File: config.mk
export PLATFORM = sky130hd
export DESIGN_NAME = sgma_div
export DESIGN_NICKNAME = d
export VERILOG_FILES = /design/src/sgma_pkg.sv /design/src/sgma_div.sv
export SDC_FILE = /design/constraint.sdc
export NUM_CORES = 1
export LEC_CHECK = 0
export ABC_AREA = 0
export BUFFER_PORTS_ARGS = -buffer_cell sky130_fd_sc_hd__buf_2
export CORE_ASPECT_RATIO = 2
export CORE_MARGIN = 10
export CORE_UTILIZATION = 45
export DETAILED_ROUTE_END_ITERATION = 16
export MAX_ROUTING_LAYER = met4
export PLACE_DENSITY = 0.62
export SETUP_SLACK_MARGIN = 0.4
export SLEW_MARGIN = 20
export SYNTH_ARGS = -nofsm -noshare
export SYNTH_HDL_FRONTEND = slang
export SYNTH_SLANG_ARGS = --single-unit
File: constraint.sdc
create_clock -name i_clk -period 3.7 [get_ports i_clk]
set_input_delay 0.555 -clock i_clk [delete_from_list [all_inputs] [get_ports i_clk]]
set_output_delay 0.555 -clock i_clk [all_outputs]
set_load 0.03 [all_outputs]
File: src/sgma_pkg.sv
// shared types, codes and lookup functions of the staggered grid material averager
package sgma_pkg;

    localparam int FIELD_W = 32;
    localparam int DIV_W   = 51;
    localparam int NUM_MEM = 5;
    localparam int NUM_DIST = 7;

    localparam logic [DIV_W-1:0] RECIP_NUM = DIV_W'(1) << 48;
    localparam logic [DIV_W-1:0] HARM_NUM  = DIV_W'(1) << 50;

    // configuration register indexes
    localparam logic [1:0] CFG_NX    = 2'd0;
    localparam logic [1:0] CFG_NY    = 2'd1;
    localparam logic [1:0] CFG_NZ    = 2'd2;
    localparam logic [1:0] CFG_VISCO = 2'd3;

    // ring store indexes
    localparam logic [2:0] M_C44 = 3'd0;
    localparam logic [2:0] M_C55 = 3'd1;
    localparam logic [2:0] M_C66 = 3'd2;
    localparam logic [2:0] M_TAU = 3'd3;
    localparam logic [2:0] M_RHO = 3'd4;

    // look-back distance codes
    localparam logic [2:0] D_FULL      = 3'd0;  // plane + row + 1
    localparam logic [2:0] D_PLANE_1   = 3'd1;  // plane + 1
    localparam logic [2:0] D_ONE       = 3'd2;
    localparam logic [2:0] D_ROW_1     = 3'd3;  // row + 1
    localparam logic [2:0] D_PLANE_ROW = 3'd4;
    localparam logic [2:0] D_ROW       = 3'd5;
    localparam logic [2:0] D_PLANE     = 3'd6;

    typedef struct packed {
        logic             start;
        logic [DIV_W-1:0] num;
        logic [DIV_W-1:0] den;
    } t_div_req;

    typedef struct packed {
        logic             busy;
        logic             done;
        logic [DIV_W-1:0] quo;
    } t_div_rsp;

    // store used by each harmonic mean: 0 c66 ij, 1 c44 jk, 2 c55 ik
    function automatic logic [2:0] grp_mem(input logic [1:0] grp);
        logic [2:0] m;
        case (grp)
            2'd0:    m = M_C66;
            2'd1:    m = M_C44;
            default: m = M_C55;
        endcase
        return m;
    endfunction

    // distance of each of the four corners of a harmonic mean
    function automatic logic [2:0] harm_dist(input logic [1:0] grp, input logic [1:0] sub);
        logic [2:0] d;
        d = D_FULL;
        case (grp)
            2'd0: begin
                case (sub)
                    2'd0:    d = D_FULL;
                    2'd1:    d = D_PLANE_1;
                    2'd2:    d = D_ONE;
                    default: d = D_ROW_1;
                endcase
            end
            2'd1: begin
                case (sub)
                    2'd0:    d = D_FULL;
                    2'd1:    d = D_PLANE_ROW;
                    2'd2:    d = D_ROW;
                    default: d = D_ROW_1;
                endcase
            end
            default: begin
                case (sub)
                    2'd0:    d = D_FULL;
                    2'd1:    d = D_PLANE_ROW;
                    2'd2:    d = D_PLANE;
                    default: d = D_PLANE_1;
                endcase
            end
        endcase
        return d;
    endfunction

endpackage

File: src/sgma_div.sv
// shared restoring divider, one quotient bit per cycle
module sgma_div (
    input  logic                i_clk,
    input  logic                i_rst_n,
    input  sgma_pkg::t_div_req  i_req,
    output sgma_pkg::t_div_rsp  o_rsp
);

    localparam int W = sgma_pkg::DIV_W;

    logic [W-1:0]         r_num;
    logic [W-1:0]         r_den;
    logic [W-1:0]         r_rem;
    logic [W-1:0]         r_quo;
    logic [$clog2(W)-1:0] r_cnt;
    logic                 r_busy;
    logic                 r_done;

    logic [W:0]   w_trial;
    logic         w_ge;
    logic [W-1:0] n_rem;

    always_comb begin
        w_trial = {r_rem, r_num[W-1]};
        w_ge    = w_trial >= {1'b0, r_den};
        n_rem   = w_ge ? W'(w_trial - {1'b0, r_den}) : W'(w_trial);
    end

    always_ff @(posedge i_clk) begin
        if (!i_rst_n) begin
            r_busy <= 1'b0;
            r_done <= 1'b0;
        end else begin
            r_done <= 1'b0;
            if (i_req.start) begin
                r_busy <= 1'b1;
            end else if (r_busy && r_cnt == '0) begin
                r_busy <= 1'b0;
                r_done <= 1'b1;
            end
        end
    end

    always_ff @(posedge i_clk) begin
        if (i_req.start) begin
            r_num <= i_req.num;
            r_den <= i_req.den;
            r_rem <= '0;
            r_cnt <= $clog2(W)'(W - 1);
        end else if (r_busy) begin
            r_num <= r_num << 1;
            r_rem <= n_rem;
            r_quo <= {r_quo[W-2:0], w_ge};
            r_cnt <= r_cnt - 1'b1;
        end
    end

    assign o_rsp.busy = r_busy;
    assign o_rsp.done = r_done;
    assign o_rsp.quo  = r_quo;

endmodule
* Word-level counts from Yosys, hierarchy flattened
Cells that the tools add are included.
** Storage, ports and cells
- Flip-flop bits (word level) :: 212
- Input port bits :: 105
- Word-level logic and storage cells :: 24
** Cells by class
- Bitwise operators :: 2
- Reduce and logical (&&, ||, !) cells :: 6
- Mux-type cells :: 6
- Order comparisons :: 1
- Add/sub/neg operators :: 2
** Operators with widths (count)
- $mux W51 :: 3
- $ge A52 B51 Y1 :: 1
- $sub A51 B51 Y51 :: 1
- $logic_not A6 Y1 :: 1
- $sub A6 B1 Y6 const B :: 1
- $reduce_bool A2 Y1 :: 2
- $mux W1 :: 3
- $not A1 Y1 :: 2
- $reduce_and A2 Y1 :: 1
- $reduce_or A2 Y1 :: 1
- $logic_and A1 B1 Y1 :: 1

* Depth between registers and ports, before layout
- Depth after elaboration :: 4
- Depth in mapped cells :: 14
- Gate-level depth less buffers :: 13

* Least setup slack after synthesis
OpenSTA, ideal clock, no wires.
- Path type :: in2reg
- Start point :: input port i_req[102] (netlist name)
- End point :: register r_rem[50]
- Data required time :: 3.566 ns
- Data arrival time :: 2.670 ns
- Cell stages on the path :: 6
- Path slack :: 0.895 ns
- Path buffers :: 1
- Path through :: nand2b_1 -> clkbuf_1 -> clkinv_1 -> nand2_4 -> or4_1 -> nand3_1
** RTL lines
- start: declaration :: line sgma_div.sv:5 : input sgma_pkg::t_div_req i_req,
- end signal: assignment :: line sgma_div.sv:52 : r_rem <= n_rem;
- end: declaration :: line sgma_div.sv:13 : logic [W-1:0] r_rem;

* Worst setup path in the final report
- Start point :: register r_den[10]
- End point :: register r_rem[50]
** On the way
- Word-level cells in the longest chain between the ends :: 2
** RTL lines
- start: declaration :: line sgma_div.sv:12 : logic [W-1:0] r_den;
- start signal: assignment :: line sgma_div.sv:47 : r_den <= i_req.den;
- $sub A51 B51 Y51 or $ge A52 B51 Y1 (tied branches) :: line sgma_div.sv:26, sgma_div.sv:25
- $mux W51 * :: line sgma_div.sv:26 : n_rem = w_ge ? W'(w_trial - {1'b0, r_den}) : W'(w_trial);
Mark *: on every way between the ends. The rest lies on a longest branch, timed or not.
A chain may end at the register's enable or synchronous reset.

==> reports/summary.md <==
The flow ran to the end, and the final reports show no timing, DRC or antenna violations. The logs give 0 for the count of yosys warnings during synthesis and 3.57 ns for the data arrival time of the critical path. The clock period minus worst slack was 3.11 ns. The initial utilization of the core area, before any placement, comes to 45.6%.

The number of design-rule violations left by the first detailed-router iteration was 369; the aggregate global routing overflow was 0. The number of nets produced by synthesis came out at 1184. In this run, CTS created clock tree buffers numbering 21. The flop and latch count out of synthesis works out to 212. Setup total negative slack on the finished layout was measured at 0 ns.

Power spread over the standard cell area amounts to 461 nW/um2. Headroom to the max-slew limit came out at 56.8%. The count of flip-flops with a built-in enable after synthesis came out at 153. For the number of max-slew violations in the final report, the log shows 0. After routing the design area is 12700 um2. After technology mapping, the gate count stands at 1026. At the end of routability-driven placement, the weighted congestion stood at 0.942. The HPWL after detailed placement was 20.7 mm; the maximum count of clock buffers along a single path was 3. Compared with the post-synthesis result, the final layout area differs by 16.4%. During placement, the flow inserted port buffers numbering 157. The post-detailed-placement cell area is 11900 um2, and the number of global-route vias before repair is 8484. The fraction of registers with async set/reset is 0%. TritonCTS built the clock tree. Of all nets on the critical path, the largest fanout is 6. The tools report the unique cell type count in the Yosys netlist as 64. The run gives 321 MHz as the top achievable clock speed. The count of nets left with antenna violations once routing finished came out at 0. In this design, the stage delay of the slowest critical-path cell is 0.43 ns. For the worst setup path, the data required time is 4.15 ns. The source-to-sink clock delay at the later pin of the worst-skew pair is 0.52 ns, and the actual slew at the worst max-slew pin is 0.648 ns.

The pre-antenna-repair detailed-routing pass consisted of 8 iterations. For the overall die area, the log shows 31200 um2. DRC violations left: 0.

The tools report the number of antenna cells inserted as 0. Dividing the detail-routed wire length by the instance count gives 18.8 um. The floorplan has 80 rows. Initial antenna violation count: 0.

Count of max-cap constraint violations: 0. The area of the mapped netlist was 10900 um2. After clock tree synthesis, the clock-pin slew on the worst setup and hold paths is 0.07 ns. The final cycle utilization of the critical path was 84.1%; the via-per-instance ratio was 5.59.

The cell with the biggest individual delay on the critical path is sky130_fd_sc_hd__or4_1. Root buffer cell: sky130_fd_sc_hd__clkbuf_16. After synthesis, flip-flops and latches occupy 53.0% of the total area. The tools report the depth of the CTS H-tree as 1.

The run gives 0 as the final hold violation count. The final number of setup-violating endpoints is 0. Traced cell by cell, the critical path runs through inv_1 > ha_1 > nand4_1 > or3_1 > a21o_1 > a31oi_1 > nor3_2 > o21ai_0 > buf_4 > a311oi_2 > or4_1 > nand3_1. The worst setup path is captured at a flip-flop. Entering global routing, the biggest net connects 56 pins.

Class of the most critical setup path: reg -> reg. The horizontal die dimension came out at 130 um. The run gives 42.9 mm as the wire length of the first global-routing pass. From bottom edge to top edge, the die measures 240 um.

In this run the count of I/O pins placed on the die edge is 158. The mean area per synthesized cell was 10.6 um2; the placeable core region was 23900 um2. The run gives 0.404 mV as the peak supply drop. The logs give 5.16 nW for the leakage power of the design and 27.4 mm for the routed wire length. The proportion of layout cells with a drive suffix above 1 is 24.4%, and the count of vias placed by the detailed router is 8166. The run gives 212 as the count of clock tree sinks. Hold repair after CTS inserted 0 buffers.

STA classifies the critical path startpoint as a flip-flop. For this run, the leading register cell type out of synthesis is sky130_fd_sc_hd__edfxtp_1. The net count of the finished layout is 1319.

For this run, the total global-route usage over all layers was measured as 17.8%. Path category of the worst min-delay check: in -> reg. For the worst-case clock skew, the log shows 0.0109 ns.

Setup repair after global routing could not meet its margin everywhere.
## state kept, by name, indices dropped and copies added (netlist names)
signal	count
r_rem	51
r_num	51
r_busy	1
r_done	1
r_cnt	6
r_quo	51
r_den	51
## timing repair
item / in CTS / in global routing
setup endpoints to repair: 0 / 28
hold endpoints to repair: 0 / 0
gates resized for setup: 0 / 25
buffers inserted: 0 / 1
## power by group
group	switching (W)	leakage (nW)	total [W]	internal [W]
registers	0.0000654	1.97	0.00279	0.00272
clock network	0.000912	0.334	0.00216	0.00125
logic	0.000543	2.86	0.000901	0.000358
total	0.00152	5.16	0.00585	0.00433
## cells in the final DEF, fill, tap and decap left out, drive strengths merged, types with 26 or more instances in the layout
cell type and count:
buf 172, a21o 26, nor2 72, inv 71, a21oi 77, nand2 101
dfxtp 59, a311oi 26, ha 52, edfxtp 153, o21ai 60, mux2 50
## worst max-delay path, delay by kind of cell, from the launching register on
kind | cells | cell delay, ns
adder cells (fa/ha/maj) | 1 | 0.40
flip-flops | 1 | 0.33
AO/OA/AOI/OAI | 4 | 0.82
AND/OR/NAND/NOR | 5 | 1.25
buffers and inverters | 2 | 0.24
## Yosys cell counts, types with 3 or more instances
cell type	instances	share of area (%)
sky130_fd_sc_hd__nor2_1	72	2.5
sky130_fd_sc_hd__and2_1	3	0.17
sky130_fd_sc_hd__and3_1	6	0.34
sky130_fd_sc_hd__mux2_2	50	5.2
sky130_fd_sc_hd__edfxtp_1	153	42
sky130_fd_sc_hd__nand2_1	99	3.4
sky130_fd_sc_hd__ha_1	52	6.0
sky130_fd_sc_hd__nor4_1	5	0.29
sky130_fd_sc_hd__a31oi_1	10	0.57
sky130_fd_sc_hd__clkbuf_1	37	1.3
sky130_fd_sc_hd__a311oi_1	26	2.1
sky130_fd_sc_hd__dfxtp_1	59	11
sky130_fd_sc_hd__nand4_1	25	1.4
sky130_fd_sc_hd__clkbuf_2	4	0.18
sky130_fd_sc_hd__nand2b_1	11	0.63
sky130_fd_sc_hd__xnor2_1	23	1.8
sky130_fd_sc_hd__a41oi_1	3	0.24
sky130_fd_sc_hd__a22oi_1	7	0.48
sky130_fd_sc_hd__nand3_1	13	0.60
sky130_fd_sc_hd__a21o_1	26	1.8
sky130_fd_sc_hd__o2111ai_1	3	0.24
sky130_fd_sc_hd__xor2_1	20	1.6
sky130_fd_sc_hd__o211ai_1	5	0.34
sky130_fd_sc_hd__o21ai_0	58	2.7
sky130_fd_sc_hd__nor3_1	12	0.55
sky130_fd_sc_hd__buf_2	15	0.69
sky130_fd_sc_hd__o21a_1	8	0.55
sky130_fd_sc_hd__o31a_1	4	0.32
sky130_fd_sc_hd__nor2b_1	4	0.23
sky130_fd_sc_hd__a211oi_1	7	0.48
sky130_fd_sc_hd__or3_1	6	0.34
sky130_fd_sc_hd__o21bai_1	11	0.76
sky130_fd_sc_hd__inv_1	69	2.4
sky130_fd_sc_hd__a32oi_1	4	0.32
sky130_fd_sc_hd__a21oi_1	77	3.5
## final timing paths
path | start | to | slack (ns) | cells after the start
hold / removal | i_req[25] | r_den[25] | 0.21 | 1
setup reg to reg | r_den[10] | r_rem[50] | 0.59 | 12
setup / recovery | r_den[10] | r_rem[50] | 0.59 | 12
hold reg to reg | r_quo[4] | r_quo[5] | 0.44 | 0
## layout make-up
class / count / area [um2]
inverters: 71 / 272
repair buffers: 172 / 926
flip-flops and latches: 212 / 5780
clock buffers: 23 / 533
fillers: 2144 / 11200
multi-input cells: 683 / 4680
well taps: 287 / 359
clock inverters: 14 / 146
## metal layers
metal	global-route usage, %	vias to the layer above	wire length (um)
met5	-	-	0
met4	10.4	0	1480
met3	2.82	89	1380
met2	31.7	229	14600
met1	17.6	3816	10000
li1	-	4032	-
## stage by stage
| step | setup WS [ns] | hold slack [ns] | power [W] | std cells | util [%] |
|---|---|---|---|---|---|
| 6_report | 0.587 | 0.208 | 0.00585 | 1462 | 53.1 |
| 5_1_grt | 0.368 | 0.191 | 0.00612 | 1462 | 53.1 |
| 4_1_cts | 0.471 | 0.190 | 0.00592 | 1461 | 52.7 |
| 3_5_place_dp | 0.472 | 0.426 | 0.00372 | 1424 | 49.8 |
| 3_3_place_gp | 0.498 | 0.424 | 0.00371 | 1424 | 49.8 |
| 2_1_floorplan | 0.895 | 0.450 | 0.00346 | 1026 | - |
## cells by family after synthesis
| kind of cell | count (synthesis) | synth area share, % |
|---|---|---|
| AOI/OAI and AO/OA | 268 | 15.8 |
| xor gates and xnor gates | 43 | 3.45 |
| adders and majority gates | 53 | 6.15 |
| buffers and inverters | 131 | 4.88 |
| DFF | 212 | 53.0 |
| muxes | 51 | 5.25 |
| and+or+nand+nor | 268 | 11.5 |
No activity file was read; power rests on OpenSTA's default activity.
